==> config.mk <==
export PLATFORM = sky130hd
export DESIGN_NAME = basic_keyword_lexer_unit
export DESIGN_NICKNAME = d
export VERILOG_FILES = /design/src/bklex_pkg.sv /design/src/basic_keyword_lexer_unit.sv /design/src/bklex_queue.sv /design/src/bklex_front.sv /design/src/bklex_back.sv
export SDC_FILE = /design/constraint.sdc
export NUM_CORES = 1
export LEC_CHECK = 0
export BUFFER_PORTS_ARGS = -buffer_cell sky130_fd_sc_hd__buf_2
export CORE_ASPECT_RATIO = 1.75
export CORE_MARGIN = 5
export CORE_UTILIZATION = 49
export CTS_CLUSTER_DIAMETER = 60
export DETAILED_ROUTE_END_ITERATION = 7
export PLACE_DENSITY_LB_ADDON = 0.2
export SLEW_MARGIN = 20
export SYNTH_ARGS = -nofsm -noshare
export SYNTH_HDL_FRONTEND = slang
export SYNTH_SLANG_ARGS = --single-unit
==> constraint.sdc <==
create_clock -name i_clk -period 6.5 [get_ports i_clk]
set_input_delay 0.325 -clock i_clk [delete_from_list [all_inputs] [get_ports i_clk]]
set_output_delay 0.325 -clock i_clk [all_outputs]
set_load 0.1 [all_outputs]
==> src/bklex_pkg.sv <==
// shared types and character codes for the keyword lexer
// no dependencies; every other lexer file but the queue imports this package
`default_nettype none

package bklex_pkg;

    // default configuration of the top level
    localparam int BKL_INT_WIDTH   = 16;
    localparam int BKL_LINE_LEN    = 256;
    localparam int BKL_QUEUE_DEPTH = 2;

    // character codes
    localparam logic [7:0] CH_TAB   = 8'h09;
    localparam logic [7:0] CH_LF    = 8'h0A;
    localparam logic [7:0] CH_SPACE = 8'h20;
    localparam logic [7:0] CH_EQ    = 8'h3D;
    localparam logic [7:0] CH_LT    = 8'h3C;
    localparam logic [7:0] CH_GT    = 8'h3E;

    // character class decided by the front end
    typedef enum logic [2:0] {
        CLS_SPACE,
        CLS_DIGIT,
        CLS_KW_LETTER,
        CLS_LETTER,
        CLS_OP,
        CLS_LT,
        CLS_GT,
        CLS_OTHER
    } t_cls;

    // one classified character as it crosses the queue
    typedef struct packed {
        logic [7:0] ch;
        t_cls       cls;
        logic       eol;
    } t_item;

    typedef enum logic [3:0] {
        KIND_ERROR,
        KIND_INT,
        KIND_VAR,
        KIND_OP,
        KIND_END,
        KIND_GOTO,
        KIND_GOSUB,
        KIND_IF,
        KIND_LET,
        KIND_REM,
        KIND_RETURN,
        KIND_THEN,
        KIND_LE,
        KIND_NE,
        KIND_GE
    } t_kind;

    // one token as produced by the back end
    typedef struct packed {
        logic [7:0]  col;
        logic        ovf;
        logic [15:0] value;
        logic [7:0]  ch;
        t_kind       kind;
    } t_token;

endpackage

`default_nettype wire

==> src/basic_keyword_lexer_unit.sv <==
// top level of the keyword lexer: front end, queue and token back end
// depends on bklex_pkg, bklex_front, bklex_queue and bklex_back
`default_nettype none

// Streaming lexer for a small BASIC dialect. One byte of a source line comes in per request
// on the slave side, with tlast on the last byte of the line; tokens leave on the master side,
// tlast marking the final token of a line (a line whose last byte closes no token marks none).
// Spaces and tabs are skipped; decimal integers saturate at 2^INT_WIDTH-1 and set the overflow
// bit; single upper-case letters are variables; END GOTO GOSUB IF LET REM RETURN THEN are
// keywords; + - * / ( ) = , and newline are operators; <= <> >= >< are compound operators; any
// other byte is an error token carrying the byte and its column. Letters that may still start
// a keyword are held and rescanned as variables when the keyword fails. The front end
// classifies each byte and counts columns (modulo LINE_LEN) into a two-entry queue, so input
// keeps flowing while the back end works. The back end sequencer takes one action per step:
// a byte with nothing pending, or one that extends an integer or completes <= <> >= ><, is
// handled directly; a byte after an integer first emits the integer; a byte after a lone <
// or > that does not pair with it first emits that operator; a letter after held letters
// joins them and is resolved, rescanning letters as variables (up to six); any other byte
// after held letters first resolves them all. An end-of-line byte adds a flush check and a
// tlast release, after flushing a pending integer, lone < or >, or held letters.
// A token waits in the output register; the back end runs on until it has another token to
// emit and then stalls until the register frees. On the last byte of a line one token is held
// back so that the final one can be marked with tlast.
module basic_keyword_lexer_unit #(
    parameter int INT_WIDTH = bklex_pkg::BKL_INT_WIDTH,
    parameter int LINE_LEN  = bklex_pkg::BKL_LINE_LEN
) (
    input  wire logic        i_clk,
    input  wire logic        i_rst_n,
    // source characters
    input  wire logic        i_s_tvalid,
    output logic             o_s_tready,
    input  wire logic [7:0]  i_s_tdata,   // text_char
    input  wire logic        i_s_tlast,   // end_of_line
    // tokens
    output logic             o_m_tvalid,
    input  wire logic        i_m_tready,
    output logic [39:0]      o_m_tdata,   // token_kind, token_char, int_value, int_overflow,
                                          // start_column, zero pad
    output logic             o_m_tlast    // last_of_line
);
    import bklex_pkg::*;

    localparam int COL_W = $clog2(LINE_LEN);
    localparam int QW    = $bits(t_item) + COL_W;

    // front end to queue
    logic             w_push;
    t_item            w_push_item;
    logic [COL_W-1:0] w_push_col;
    logic             w_full;

    // queue to back end
    logic             w_q_valid;
    logic [QW-1:0]    w_q_data;
    t_item            w_q_item;
    logic [COL_W-1:0] w_q_col;
    logic             w_q_pop;

    t_token           w_token;

    bklex_front #(
        .LINE_LEN (LINE_LEN)
    ) u_front (
        .i_clk      (i_clk),
        .i_rst_n    (i_rst_n),
        .i_s_tvalid (i_s_tvalid),
        .o_s_tready (o_s_tready),
        .i_s_tdata  (i_s_tdata),
        .i_s_tlast  (i_s_tlast),
        .i_full     (w_full),
        .o_push     (w_push),
        .o_item     (w_push_item),
        .o_col      (w_push_col)
    );

    // classified characters wait here while the back end resolves tokens
    bklex_queue #(
        .WIDTH (QW),
        .DEPTH (BKL_QUEUE_DEPTH)
    ) u_queue (
        .i_clk   (i_clk),
        .i_rst_n (i_rst_n),
        .i_push  (w_push),
        .i_data  ({w_push_col, w_push_item}),
        .o_full  (w_full),
        .o_valid (w_q_valid),
        .o_data  (w_q_data),
        .i_pop   (w_q_pop)
    );

    assign w_q_item = w_q_data[$bits(t_item)-1:0];
    assign w_q_col  = w_q_data[QW-1:$bits(t_item)];

    bklex_back #(
        .INT_WIDTH (INT_WIDTH),
        .LINE_LEN  (LINE_LEN)
    ) u_back (
        .i_clk      (i_clk),
        .i_rst_n    (i_rst_n),
        .i_q_valid  (w_q_valid),
        .i_q_item   (w_q_item),
        .i_q_col    (w_q_col),
        .o_q_pop    (w_q_pop),
        .o_m_tvalid (o_m_tvalid),
        .i_m_tready (i_m_tready),
        .o_token    (w_token),
        .o_m_tlast  (o_m_tlast)
    );

    // token fields from the lowest bit up
    assign o_m_tdata = {3'b000, w_token.col, w_token.ovf, w_token.value,
                        w_token.ch, w_token.kind};

endmodule

`default_nettype wire

==> src/bklex_queue.sv <==
// small register queue between the lexer front end and back end
// no package dependencies
`default_nettype none

module bklex_queue #(
    parameter int WIDTH = 8,
    parameter int DEPTH = 2
) (
    input  wire logic             i_clk,
    input  wire logic             i_rst_n,
    input  wire logic             i_push,
    input  wire logic [WIDTH-1:0] i_data,
    output logic                  o_full,
    output logic                  o_valid,
    output logic [WIDTH-1:0]      o_data,
    input  wire logic             i_pop
);
    localparam int AW = (DEPTH > 1) ? $clog2(DEPTH) : 1;

    logic [WIDTH-1:0] r_mem [DEPTH];
    logic [AW-1:0]    r_wr;
    logic [AW-1:0]    r_rd;
    logic [AW:0]      r_cnt;
    logic             w_push;
    logic             w_pop;

    assign o_full  = (r_cnt == (AW+1)'(DEPTH));
    assign o_valid = (r_cnt != '0);
    assign o_data  = r_mem[r_rd];
    assign w_push  = i_push && !o_full;
    assign w_pop   = i_pop && o_valid;

    always_ff @(posedge i_clk) begin
        if (!i_rst_n) begin
            r_wr  <= '0;
            r_rd  <= '0;
            r_cnt <= '0;
        end else begin
            if (w_push) begin
                r_wr <= (r_wr == AW'(DEPTH - 1)) ? '0 : r_wr + 1'b1;
            end
            if (w_pop) begin
                r_rd <= (r_rd == AW'(DEPTH - 1)) ? '0 : r_rd + 1'b1;
            end
            r_cnt <= r_cnt + (AW+1)'(w_push) - (AW+1)'(w_pop);
        end
        if (w_push) begin
            r_mem[r_wr] <= i_data;
        end
    end

endmodule

`default_nettype wire

==> src/bklex_front.sv <==
// lexer front end: takes characters, classifies them and counts columns
// depends on bklex_pkg
`default_nettype none

module bklex_front #(
    parameter int LINE_LEN = bklex_pkg::BKL_LINE_LEN
) (
    input  wire logic                        i_clk,
    input  wire logic                        i_rst_n,
    input  wire logic                        i_s_tvalid,
    output logic                             o_s_tready,
    input  wire logic [7:0]                  i_s_tdata,
    input  wire logic                        i_s_tlast,
    input  wire logic                        i_full,
    output logic                             o_push,
    output bklex_pkg::t_item                 o_item,
    output logic [$clog2(LINE_LEN)-1:0]      o_col
);
    import bklex_pkg::*;

    localparam int COL_W = $clog2(LINE_LEN);

    logic [COL_W-1:0] r_col;

    function automatic t_cls classify(input logic [7:0] c);
        t_cls r;
        case (c) inside
            CH_SPACE, CH_TAB:                      r = CLS_SPACE;
            ["0":"9"]:                             r = CLS_DIGIT;
            "E", "G", "I", "L", "R", "T":          r = CLS_KW_LETTER;
            ["A":"Z"]:                             r = CLS_LETTER;
            "+", "-", "*", "/", "(", ")", CH_EQ, ",", CH_LF: r = CLS_OP;
            CH_LT:                                 r = CLS_LT;
            CH_GT:                                 r = CLS_GT;
            default:                               r = CLS_OTHER;
        endcase
        return r;
    endfunction

    assign o_s_tready = !i_full;
    assign o_push     = i_s_tvalid && !i_full;
    assign o_item     = '{ch: i_s_tdata, cls: classify(i_s_tdata), eol: i_s_tlast};
    assign o_col      = r_col;

    // column restarts after the last byte of a line and wraps after LINE_LEN - 1
    always_ff @(posedge i_clk) begin
        if (!i_rst_n) begin
            r_col <= '0;
        end else if (o_push) begin
            if (i_s_tlast || (r_col == COL_W'(LINE_LEN - 1))) begin
                r_col <= '0;
            end else begin
                r_col <= r_col + 1'b1;
            end
        end
    end

endmodule

`default_nettype wire

==> src/bklex_back.sv <==
// lexer back end: token sequencer with keyword prefix hold and rescan
// depends on bklex_pkg
`default_nettype none

module bklex_back #(
    parameter int INT_WIDTH = bklex_pkg::BKL_INT_WIDTH,
    parameter int LINE_LEN  = bklex_pkg::BKL_LINE_LEN
) (
    input  wire logic                        i_clk,
    input  wire logic                        i_rst_n,
    input  wire logic                        i_q_valid,
    input  wire bklex_pkg::t_item            i_q_item,
    input  wire logic [$clog2(LINE_LEN)-1:0] i_q_col,
    output logic                             o_q_pop,
    output logic                             o_m_tvalid,
    input  wire logic                        i_m_tready,
    output bklex_pkg::t_token                o_token,
    output logic                             o_m_tlast
);
    import bklex_pkg::*;

    localparam int COL_W    = $clog2(LINE_LEN);
    localparam int CW8      = (COL_W > 8) ? COL_W : 8;
    localparam int VW       = (INT_WIDTH > 16) ? INT_WIDTH : 16;
    localparam int HB_DEPTH = 6;
    localparam int KW_NUM   = 8;

    localparam logic [7:0] KW_TEXT [KW_NUM][HB_DEPTH] = '{
        '{"E", "N", "D", 8'h00, 8'h00, 8'h00},
        '{"G", "O", "T", "O", 8'h00, 8'h00},
        '{"G", "O", "S", "U", "B", 8'h00},
        '{"I", "F", 8'h00, 8'h00, 8'h00, 8'h00},
        '{"L", "E", "T", 8'h00, 8'h00, 8'h00},
        '{"R", "E", "M", 8'h00, 8'h00, 8'h00},
        '{"R", "E", "T", "U", "R", "N"},
        '{"T", "H", "E", "N", 8'h00, 8'h00}
    };
    localparam logic [2:0] KW_LEN [KW_NUM] = '{
        3'd3, 3'd4, 3'd5, 3'd2, 3'd3, 3'd3, 3'd6, 3'd4
    };

    typedef logic [HB_DEPTH-1:0][7:0] t_hbuf;

    typedef enum logic [2:0] {
        P_HANDLE,
        P_FRESH,
        P_RESOLVE,
        P_FLUSH,
        P_END
    } t_phase;

    typedef enum logic [1:0] {
        RET_FRESH,
        RET_HDONE,
        RET_FLUSH
    } t_ret;

    // keyword whose text equals the first n letters, else error kind
    function automatic t_kind kw_complete(input t_hbuf b, input logic [2:0] n);
        t_kind r;
        logic  eq;
        r = KIND_ERROR;
        for (int k = 0; k < KW_NUM; k++) begin
            eq = (KW_LEN[k] == n);
            for (int i = 0; i < HB_DEPTH; i++) begin
                if ((3'(i) < n) && (b[i] != KW_TEXT[k][i])) begin
                    eq = 1'b0;
                end
            end
            if (eq) begin
                r = t_kind'(4'(KIND_END) + 4'(k));
            end
        end
        return r;
    endfunction

    // first n letters are a proper prefix of some keyword
    function automatic logic kw_prefix(input t_hbuf b, input logic [2:0] n);
        logic r;
        logic eq;
        r = 1'b0;
        for (int k = 0; k < KW_NUM; k++) begin
            eq = (KW_LEN[k] > n);
            for (int i = 0; i < HB_DEPTH; i++) begin
                if ((3'(i) < n) && (b[i] != KW_TEXT[k][i])) begin
                    eq = 1'b0;
                end
            end
            r = r | eq;
        end
        return r;
    endfunction

    function automatic logic [7:0] col8(input logic [COL_W-1:0] c);
        logic [CW8-1:0] x;
        x = CW8'(c);
        return x[7:0];
    endfunction

    function automatic t_token mk_tok(input t_kind k, input logic [7:0] ch,
                                      input logic [COL_W-1:0] c);
        t_token t;
        t = '{kind: k, ch: ch, value: 16'h0000, ovf: 1'b0, col: col8(c)};
        return t;
    endfunction

    // step state
    t_phase               r_phase, n_phase;
    t_ret                 r_ret, n_ret;
    logic                 r_forced, n_forced;
    t_hbuf                r_hb, n_hb;
    logic [2:0]           r_hcnt, n_hcnt;
    logic                 r_hold_cmp, n_hold_cmp;
    logic [COL_W-1:0]     r_tstart, n_tstart;
    logic [INT_WIDTH-1:0] r_acc, n_acc;
    logic                 r_num_active, n_num_active;
    logic                 r_num_sat, n_num_sat;
    // token held back so the last one of a line can be marked
    logic                 r_pend_v, n_pend_v;
    t_token               r_pend, n_pend;
    // output register
    logic                 r_out_v, n_out_v;
    t_token               r_out, n_out;
    logic                 r_out_last, n_out_last;

    logic                 w_em;
    t_token               w_em_tok;
    logic                 w_pop;
    logic                 w_hdone;
    logic                 w_fresh;
    logic                 w_ret;
    logic                 w_stall;
    logic                 w_out_free;
    logic                 w_can_emit;
    logic                 w_eol;
    logic [7:0]           w_c;
    t_cls                 w_cls;
    t_kind                w_kw;
    logic                 w_kwp;
    logic [INT_WIDTH+3:0] w_mul;
    logic                 w_mul_ovf;
    logic [VW-1:0]        w_val;
    t_token               w_num_tok;
    logic [COL_W-1:0]     w_tstart_inc;

    assign w_c          = i_q_item.ch;
    assign w_cls        = i_q_item.cls;
    assign w_eol        = i_q_item.eol;
    assign w_kw         = kw_complete(r_hb, r_hcnt);
    assign w_kwp        = kw_prefix(r_hb, r_hcnt);
    assign w_mul        = ({4'b0000, r_acc} << 3) + ({4'b0000, r_acc} << 1)
                        + (INT_WIDTH+4)'(w_c[3:0]);
    assign w_mul_ovf    = |w_mul[INT_WIDTH+3:INT_WIDTH];
    assign w_val        = VW'(r_acc);
    assign w_num_tok    = '{kind: KIND_INT, ch: 8'h00, value: w_val[15:0],
                            ovf: r_num_sat, col: col8(r_tstart)};
    assign w_tstart_inc = (r_tstart == COL_W'(LINE_LEN - 1)) ? '0 : r_tstart + 1'b1;
    assign w_out_free   = !r_out_v || i_m_tready;
    assign w_can_emit   = w_eol ? (!r_pend_v || w_out_free) : w_out_free;

    always_comb begin
        n_phase      = r_phase;
        n_ret        = r_ret;
        n_forced     = r_forced;
        n_hb         = r_hb;
        n_hcnt       = r_hcnt;
        n_hold_cmp   = r_hold_cmp;
        n_tstart     = r_tstart;
        n_acc        = r_acc;
        n_num_active = r_num_active;
        n_num_sat    = r_num_sat;
        w_em         = 1'b0;
        w_em_tok     = w_num_tok;
        w_pop        = 1'b0;
        w_hdone      = 1'b0;
        w_fresh      = 1'b0;
        w_ret        = 1'b0;

        unique case (r_phase)
            P_HANDLE: begin
                if (i_q_valid) begin
                    if (r_num_active) begin
                        if (w_cls == CLS_DIGIT) begin
                            n_acc     = w_mul_ovf ? '1 : w_mul[INT_WIDTH-1:0];
                            n_num_sat = r_num_sat | w_mul_ovf;
                            w_hdone   = 1'b1;
                        end else begin
                            w_em         = 1'b1;
                            w_em_tok     = w_num_tok;
                            n_num_active = 1'b0;
                            n_num_sat    = 1'b0;
                            n_acc        = '0;
                        end
                    end else if (r_hold_cmp) begin
                        n_hold_cmp = 1'b0;
                        w_em       = 1'b1;
                        if (w_c == CH_EQ) begin
                            w_em_tok = mk_tok((r_hb[0] == CH_LT) ? KIND_LE : KIND_GE,
                                              8'h00, r_tstart);
                            w_hdone  = 1'b1;
                        end else if (((r_hb[0] == CH_LT) && (w_cls == CLS_GT)) ||
                                     ((r_hb[0] == CH_GT) && (w_cls == CLS_LT))) begin
                            w_em_tok = mk_tok(KIND_NE, 8'h00, r_tstart);
                            w_hdone  = 1'b1;
                        end else begin
                            w_em_tok = mk_tok(KIND_OP, r_hb[0], r_tstart);
                            n_phase  = P_FRESH;
                        end
                    end else if (r_hcnt != 3'd0) begin
                        n_phase = P_RESOLVE;
                        if ((w_cls == CLS_KW_LETTER) || (w_cls == CLS_LETTER)) begin
                            n_hb[r_hcnt] = w_c;
                            n_hcnt       = r_hcnt + 3'd1;
                            n_forced     = 1'b0;
                            n_ret        = RET_HDONE;
                        end else begin
                            n_forced = 1'b1;
                            n_ret    = RET_FRESH;
                        end
                    end else begin
                        w_fresh = 1'b1;
                    end
                end
            end
            P_FRESH: begin
                w_fresh = 1'b1;
            end
            P_RESOLVE: begin
                if (r_hcnt == 3'd0) begin
                    w_ret = 1'b1;
                end else if (w_kw != KIND_ERROR) begin
                    w_em     = 1'b1;
                    w_em_tok = mk_tok(w_kw, 8'h00, r_tstart);
                    n_hcnt   = 3'd0;
                    w_ret    = 1'b1;
                end else if (!r_forced && w_kwp) begin
                    // remaining letters stay held as a keyword prefix
                    w_ret = 1'b1;
                end else begin
                    w_em     = 1'b1;
                    w_em_tok = mk_tok(KIND_VAR, r_hb[0], r_tstart);
                    n_hb     = {8'h00, r_hb[HB_DEPTH-1:1]};
                    n_hcnt   = r_hcnt - 3'd1;
                    n_tstart = w_tstart_inc;
                end
            end
            P_FLUSH: begin
                if (r_num_active) begin
                    w_em         = 1'b1;
                    w_em_tok     = w_num_tok;
                    n_num_active = 1'b0;
                    n_num_sat    = 1'b0;
                    n_acc        = '0;
                end else if (r_hold_cmp) begin
                    w_em       = 1'b1;
                    w_em_tok   = mk_tok(KIND_OP, r_hb[0], r_tstart);
                    n_hold_cmp = 1'b0;
                end else if (r_hcnt != 3'd0) begin
                    n_forced = 1'b1;
                    n_ret    = RET_FLUSH;
                    n_phase  = P_RESOLVE;
                end else begin
                    n_phase = P_END;
                end
            end
            P_END: begin
                w_pop   = 1'b1;
                n_phase = P_HANDLE;
            end
            default: begin
                n_phase = P_HANDLE;
            end
        endcase

        if (w_ret) begin
            case (r_ret)
                RET_FRESH: n_phase = P_FRESH;
                RET_HDONE: w_hdone = 1'b1;
                RET_FLUSH: n_phase = P_FLUSH;
                default:   n_phase = P_FLUSH;
            endcase
        end

        // a character that starts a token on its own
        if (w_fresh) begin
            w_hdone = 1'b1;
            case (w_cls)
                CLS_SPACE: begin
                end
                CLS_DIGIT: begin
                    n_num_active = 1'b1;
                    n_num_sat    = 1'b0;
                    n_acc        = {{(INT_WIDTH-4){1'b0}}, w_c[3:0]};
                    n_tstart     = i_q_col;
                end
                CLS_KW_LETTER: begin
                    n_hb[0]  = w_c;
                    n_hcnt   = 3'd1;
                    n_tstart = i_q_col;
                end
                CLS_LETTER: begin
                    w_em     = 1'b1;
                    w_em_tok = mk_tok(KIND_VAR, w_c, i_q_col);
                end
                CLS_OP: begin
                    w_em     = 1'b1;
                    w_em_tok = mk_tok(KIND_OP, w_c, i_q_col);
                end
                CLS_LT, CLS_GT: begin
                    n_hb[0]    = w_c;
                    n_hold_cmp = 1'b1;
                    n_tstart   = i_q_col;
                end
                default: begin
                    w_em     = 1'b1;
                    w_em_tok = mk_tok(KIND_ERROR, w_c, i_q_col);
                end
            endcase
        end

        if (w_hdone) begin
            if (w_eol) begin
                n_phase = P_FLUSH;
            end else begin
                n_phase = P_HANDLE;
                w_pop   = 1'b1;
            end
        end
    end

    assign w_stall = (w_em && !w_can_emit) ||
                     ((r_phase == P_END) && r_pend_v && !w_out_free);
    assign o_q_pop = w_pop && !w_stall;

    // output register and held token
    always_comb begin
        n_out_v    = r_out_v && !i_m_tready;
        n_out      = r_out;
        n_out_last = r_out_last;
        n_pend     = r_pend;
        n_pend_v   = r_pend_v;
        if (!w_stall) begin
            if (w_em) begin
                if (w_eol) begin
                    if (r_pend_v) begin
                        n_out      = r_pend;
                        n_out_last = 1'b0;
                        n_out_v    = 1'b1;
                    end
                    n_pend   = w_em_tok;
                    n_pend_v = 1'b1;
                end else begin
                    n_out      = w_em_tok;
                    n_out_last = 1'b0;
                    n_out_v    = 1'b1;
                end
            end else if ((r_phase == P_END) && r_pend_v) begin
                n_out      = r_pend;
                n_out_last = 1'b1;
                n_out_v    = 1'b1;
                n_pend_v   = 1'b0;
            end
        end
    end

    always_ff @(posedge i_clk) begin
        if (!i_rst_n) begin
            r_phase      <= P_HANDLE;
            r_hcnt       <= 3'd0;
            r_hold_cmp   <= 1'b0;
            r_num_active <= 1'b0;
            r_num_sat    <= 1'b0;
            r_acc        <= '0;
            r_pend_v     <= 1'b0;
            r_out_v      <= 1'b0;
        end else begin
            r_out_v  <= n_out_v;
            r_pend_v <= n_pend_v;
            if (!w_stall) begin
                r_phase      <= n_phase;
                r_hcnt       <= n_hcnt;
                r_hold_cmp   <= n_hold_cmp;
                r_num_active <= n_num_active;
                r_num_sat    <= n_num_sat;
                r_acc        <= n_acc;
            end
        end
        if (!w_stall) begin
            r_ret    <= n_ret;
            r_forced <= n_forced;
            r_hb     <= n_hb;
            r_tstart <= n_tstart;
        end
        r_pend     <= n_pend;
        r_out      <= n_out;
        r_out_last <= n_out_last;
    end

    assign o_m_tvalid = r_out_v;
    assign o_token    = r_out;
    assign o_m_tlast  = r_out_last;

`ifndef SYNTHESIS
    a_cmp_vs_letters: assert property (@(posedge i_clk) disable iff (!i_rst_n)
        !(r_hold_cmp && (r_hcnt != 3'd0)))
        else $error("held operator and held letters at once");
    a_num_exclusive: assert property (@(posedge i_clk) disable iff (!i_rst_n)
        r_num_active |-> (!r_hold_cmp && (r_hcnt == 3'd0)))
        else $error("integer in progress while a prefix is held");
    a_hold_depth: assert property (@(posedge i_clk) disable iff (!i_rst_n)
        (r_phase == P_HANDLE) |-> (r_hcnt <= 3'd5))
        else $error("held prefix longer than any keyword prefix");
    a_pend_in_line_end: assert property (@(posedge i_clk) disable iff (!i_rst_n)
        r_pend_v |-> (i_q_valid && i_q_item.eol))
        else $error("held token outside an end of line step");
    a_busy_has_item: assert property (@(posedge i_clk) disable iff (!i_rst_n)
        (r_phase != P_HANDLE) |-> i_q_valid)
        else $error("sequencer busy with no character at queue head");
    a_sat_value: assert property (@(posedge i_clk) disable iff (!i_rst_n)
        r_num_sat |-> (r_acc == '1))
        else $error("saturated integer not at full scale");
`endif

endmodule

`default_nettype wire

; Word level (Yosys, flattened, before mapping)
; Memories as Yosys holds them, arrays and structs flattened. A register that Yosys moved wholly into a read port is not among the register bits.
; Cells that the tools add are included.
[classes]
reduce_logical = 82
add_sub_neg = 10
muxes = 271
n_lt_le_gt_ge = 17
n_bitwise = 9
n_eq_ne = 76
[op_table]
columns = operator, n
row1 = $mux 48, 8
row2 = $mux 29, 8
row3 = $mux 37, 5
row4 = $ne 8x7->1 const B, 22
row5 = $mux 1, 170
row6 = $eq 8x6->1 const B, 14
row7 = $mux 16, 7
row8 = $pmux 37 s3, 1
row9 = $pmux 48 s2, 1
row10 = $mux 3, 31
row11 = $mux 8, 11
row12 = $pmux 29 s3, 1
row13 = $bwmux 48, 1
row14 = $eq 8x7->1 const B, 6
row15 = $logic_and 1x1->1, 40
row16 = $pmux 16 s2, 1
row17 = $reduce_bool 8->1, 4
row18 = $demux 8 s3, 1
row19 = $mux 12, 2
row20 = $add 19x17->20, 1
row21 = $add 20x4->20, 1
row22 = $mux 2, 9
row23 = $ne 2x2->1 const B, 9
row24 = $add 8x1->8 const B, 2
row25 = other kinds (51), 109
[totals]
ramBits = 40
memories = 1
register_bits = 173
out_inout_bits = 43
[mem_list]
columns = name, words, width, read_ports, rd_ports_with_merged_regs, wr, line_no
row1 = u_queue.r_mem, 2, 20, 1, 1, 1, bklex_queue.sv:20  ; logic [WIDTH-1:0] r_mem [DEPTH];

; Logic depth before layout (Yosys ltp)
[logic_depth]
ltp_word = 29
depth_mapped = 21
mapped_depth_nobuf = 18

; By module
; A second synthesis with hierarchy kept.
[hier_totals]
hier_cells = 1155
hier_area_um2 = 12275.5
[by_module_without_submodules]
columns = module, area_per_inst_um2, cells_each, instances
row1 = bklex_back, 9806.9, 965, 1
row2 = bklex_queue, 1714.1, 90, 1
row3 = bklex_front, 728.2, 96, 1
row4 = basic_keyword_lexer_unit, 26.3, 4, 1

; Worst setup path after synthesis
; No wires, ideal clock.
[synth_timing]
kind = register -> register
from = register with a tool-made name
to = register u_back.r_hb[10] in the netlist's numbering, enable pin
slack_ns = 1.140
stages_incl_launch_ff = 16
arrival_ns = 4.923
required_time_ns = 6.063
period_less_slack_ns = 5.360
cell_sequence = dfxtp_1 > clkbuf_1 > buf_1 > buf_1 > mux2i_1 > ha_1 > nand3_1 > a21oi_1 > o22a_1 > nand2_1 > nand2_1 > a21o_1 > a221oi_2 > inv_2 > nand2_1 > nor2_1
[synth_lines]
columns = item, line_no
row1 = end signal: assignment, bklex_back.sv:391  ; r_hb <= n_hb;
row2 = end: declaration, bklex_back.sv:111  ; t_hbuf r_hb, n_hb;

; Worst setup path in the final report
[layout_timing]
from = register u_back.r_hcnt[1]
to = register u_back.r_hb[43] in the netlist's numbering, enable pin
[layout_via]
elab_chain_len = 26
word_cells_on_any_way = 176
cone_classes = order compare: 11 / eq/ne: 9 / mux: 115 / bitwise: 8 / reduce/logical: 33
[layout_lines]
columns = item, line_no
row1 = start: declaration, bklex_back.sv:112  ; logic [2:0] r_hcnt, n_hcnt;
row2 = start signal: assignment, bklex_back.sv:381  ; r_hcnt <= n_hcnt;
row3 = $lt 1x3->1, "bklex_back.sv:66, bklex_back.sv:85"
row4 = $logic_and 1x1->1, "bklex_back.sv:66, bklex_back.sv:85"
row5 = "$mux 1, on equally long branches (6 in a row)", "bklex_back.sv:66, bklex_back.sv:85"
row6 = $mux 3 / $or 1x1->1 (equally long branches) (4 in a row), "bklex_back.sv:70, bklex_back.sv:89"
row7 = $mux 4 / $or 1x1->1 (equally long branches) (3 in a row), "bklex_back.sv:70, bklex_back.sv:89"
row8 = $mux 4 / $logic_and 1x1->1 (equally long branches), "bklex_back.sv:70, bklex_back.sv:236"
row9 = $reduce_bool 4->1 / $mux 1 (equally long branches), "bklex_back.sv:231, bklex_back.sv:236"
row10 = $mux 1, bklex_back.sv:231  ; end else if (w_kw != KIND_ERROR) begin
row11 = $mux 1, bklex_back.sv:229  ; if (r_hcnt == 3'd0) begin
row12 = $pmux 1 s3, bklex_back.sv:179  ; unique case (r_phase)
row13 = $mux 1, bklex_back.sv:287  ; case (w_cls)
row14 = $mux 1, bklex_back.sv:285  ; if (w_fresh) begin
row15 = $logic_and 1x1->1, bklex_back.sv:331  ; assign w_stall = (w_em && !w_can_emit) ||
row16 = $logic_or 1x1->1, bklex_back.sv:331
row17 = $not 1->1 (no source line), --
row18 = $reduce_and 10->1 (no source line) *, --
; Mark *: on every way between the ends. The rest lies on a longest branch, timed or not.
; A chain may end at the register's enable or synchronous reset.

==> results.txt <==
largest area contributor in the netlist: edfxtp_1
Critical Path End Type: register
TritonCTS clock tree: built
Inserted Diodes: 0
# nets final: 1295
Critical R2R Capture: u_back.r_hb[43]
global-route wire length before repair: 51000 um
Via Count: 9542
r2r startpoint: u_back.r_hcnt[1]
TNS Setup: 0 ns
Unique masters post-synth: 92
final hold vios: 0
Hold Slack: 0.0425 ns
Worst Hold Depth: 1
Area growth syn-to-layout: 10.5%
Horiz. Die Dim: 129 um
reg-to-reg slack, setup: 1.52 ns
# Post-CTS Setup Buffers: 0
FP Rows: 76
port buffer count: 52
sequential share of the synthesized area: 0.492
CTS Hold Buffers Added: 0
area of the mapped netlist: 12200 um^2
unrepaired setup endpoints after global routing: no
DRC: 0
# fillers: 2186
post-synthesis mux area share: 0.0559
largest family of logic cells by synthesized area: compound AO/OA/AOI/OAI gates
final core utilization: 0.550
EDFF count, synth: 174
power after layout: 6.01 mW
ys flop type: edfxtp_1
CTS resizes: 0
CP arrival: 5.19 ns
final clock skew: 0.0206 ns
Max-Cap Viols: 0
GRT Residual Overflow: 0
syn_area_per_cell: 10.2 um^2
CTS clk-pin slew, worst paths: 0.06 ns
Worst Max-Slew Pin Slew: 1.02 ns
vias in the first global route: 9428
Non-Filler Cell Area, Final: 13500 um^2
Synth Instances: 1201
core area: 24600 um^2
worst-path fanout max: 30
Placement Cell Area: 12800 um^2
FF+latch count, synth: 214
pre-CTS setup slack: 1.22 ns
Synth Area in XOR/XNOR: 0.0172
HPWL after detailed placement: 23900 um
Top-Level Pins: 56
total CTS buffers: 22
final setup margin: 1.52 ns
slew margin rel.: 0.323
Critical Path Start: u_back.r_hcnt[1]
Tmin final: 4.98 ns
CTS root buf: clkbuf_16
Synth area leaders: edfxtp_1 (43%), dfxtp_1 (6.5%), o21ai_0 (4.9%), nand2_1 (4.5%), ha_1 (4.5%)
P per Cell Area: 444 nW/um^2
clk_lat worst skew: 0.52 ns
fin crit share: 0.765
leakage: 4.92 nW
maximum vdd ir drop: 223 uV
YS warnings: 0
Setup CP Type: reg2reg
share of layout cells above drive strength 1: 0.150
gpl congestion: 0.965
die area: 28400 um^2
Hold Crit Class: in2reg
final std cells w/o fill: 1564
Synth top area share: 0.427
final WL: 32900 um
post-synthesis compound-gate area fraction: 0.198
initial core utilization: 0.497
status: completed
Critical Path End: u_back.r_hb[43]
Die Height: 219 um
Inst Count DP: 1523
DRT Pass-1 Iters: 5
post-synthesis adder-cell area fraction: 0.0482
max-slew violations: 0
asr flop ratio synth: 0
largest net degree at the start of global routing: 49
Vias per Instance: 6.10
Tot GR Track Use: 0.229
routed length per instance: 21.1 um
CP required: 6.72 ns
CTS Buffer Depth: 3
H-tree depth: 1
antenna-violating nets left: 0
initial DRC count: 745
final setup fails: 0
r2r worst-path depth: 14
fmax: 0.201 GHz
startpoint types: register
simple-gate portion of the synthesized area: 0.156
initial antenna violation count: 0
clk sinks: 214
[critical path, stage by stage (launching register included)]
cell,delay [ns]
dfxtp_1,0.46
inv_1,0.25
ha_1,0.25
nor2b_1,0.64
a31oi_1,0.16
a2111oi_4,0.33
a22oi_1,0.19
o221a_4,0.30
nor3_2,0.22
a21o_1,0.35
a221oi_2,0.14
inv_2,0.43
nand2_1,0.25
nor2_4,0.43
buf_12,0.26
[registers in the layout, indices dropped and copies added, names as in the netlist, named ones only]
register,cells
u_back.r_ret,2
u_back.r_acc,16
u_queue.r_wr,1
u_queue.r_mem,40
u_back.r_pend_v,1
u_back.r_num_sat,1
u_front.o_col,8
u_back.r_phase,3
u_back.r_num_active,1
u_back.r_hcnt,3
u_queue.r_cnt,2
u_back.o_m_tvalid,1
u_back.r_forced,1
u_back.r_hb,48
u_back.o_token,37
u_queue.r_rd,1
u_back.r_tstart,8
u_back.r_hold_cmp,1
u_back.r_pend,37
u_back.o_m_tlast,1
[Yosys cell counts, types with 9 or more instances]
| library cell | instances |
|---|---|
| a21o_1 | 13 |
| nor3_1 | 16 |
| xnor2_1 | 12 |
| a31oi_1 | 20 |
| nand4_1 | 11 |
| and3_1 | 10 |
| nand3_1 | 10 |
| and2_1 | 25 |
| o21ai_0 | 120 |
| nand2_1 | 147 |
| nor4_1 | 9 |
| nor2_1 | 97 |
| ha_1 | 44 |
| mux2_2 | 43 |
| mux2i_1 | 20 |
| inv_1 | 30 |
| a221oi_1 | 10 |
| xor2_1 | 12 |
| buf_2 | 14 |
| a211oi_1 | 12 |
| edfxtp_1 | 174 |
| a22o_1 | 12 |
| a21oi_1 | 90 |
| clkbuf_1 | 37 |
| dfxtp_1 | 40 |
[per-layer routing]
layer,vias to the layer above,global-route usage,share of wire
li1,4587,-,-
met1,4591,0.247,0.36
met2,261,0.428,0.54
met3,103,0.0241,0.035
met4,0,0.129,0.061
met5,-,0,0
[layout make-up]
class                           instances  area [um^2]  share of cell area
Clock buffer                           26          576              0.0425
Clock inverter                         14          126             0.00934
Inverter                               34          129             0.00952
Multi-Input combinational cell        893         5870               0.434
Sequential cell                       214         6030               0.445
Tap cell                              312          390              0.0288
Timing Repair Buffer                   71          415              0.0307
[placed cells by master (no fill, tap or decap), types with 18 or more instances in the layout]
cell type and count:
a21oi_1 88, inv_1 30, nor2_1 96, buf_4 18, and2_1 24, buf_2 52
edfxtp_1 174, a31oi_1 20, dfxtp_1 40, ha_1 44, o21ai_0 120, clkbuf_16 22
mux2i_1 20, nand2_1 146, mux2_2 43
[cells by family after synthesis]
logic type                 Yosys count
adders and majority gates           46
AOI/OAI and AO/OA                  372
other                                1
buffers and inverters               96
muxes                               63
xor gates and xnor gates            24
and+or+nand+nor                    385
DFF                                214
[power by group]
| group | internal (mW) | total [mW] | switching, mW |
|---|---|---|---|
| clock network | 0.685 | 1.23 | 0.548 |
| logic | 0.791 | 2.49 | 1.70 |
| registers | 1.98 | 2.29 | 0.312 |
| total | 3.45 | 6.01 | 2.56 |
[how the worst min path moves through the flow]
stage                     start              endpoint
2_1_floorplan         i_s_tlast   u_queue.r_mem[0][0]
3_3_place_gp       u_queue.r_rd          u_queue.r_rd
3_5_place_dp   u_front.o_col[4]  u_queue.r_mem[0][16]
4_1_cts            i_s_tdata[5]   u_queue.r_mem[1][9]
5_1_grt            i_s_tdata[5]   u_queue.r_mem[1][9]
6_report           i_s_tdata[7]  u_queue.r_mem[1][11]
Power figures use the tool's default switching activity.
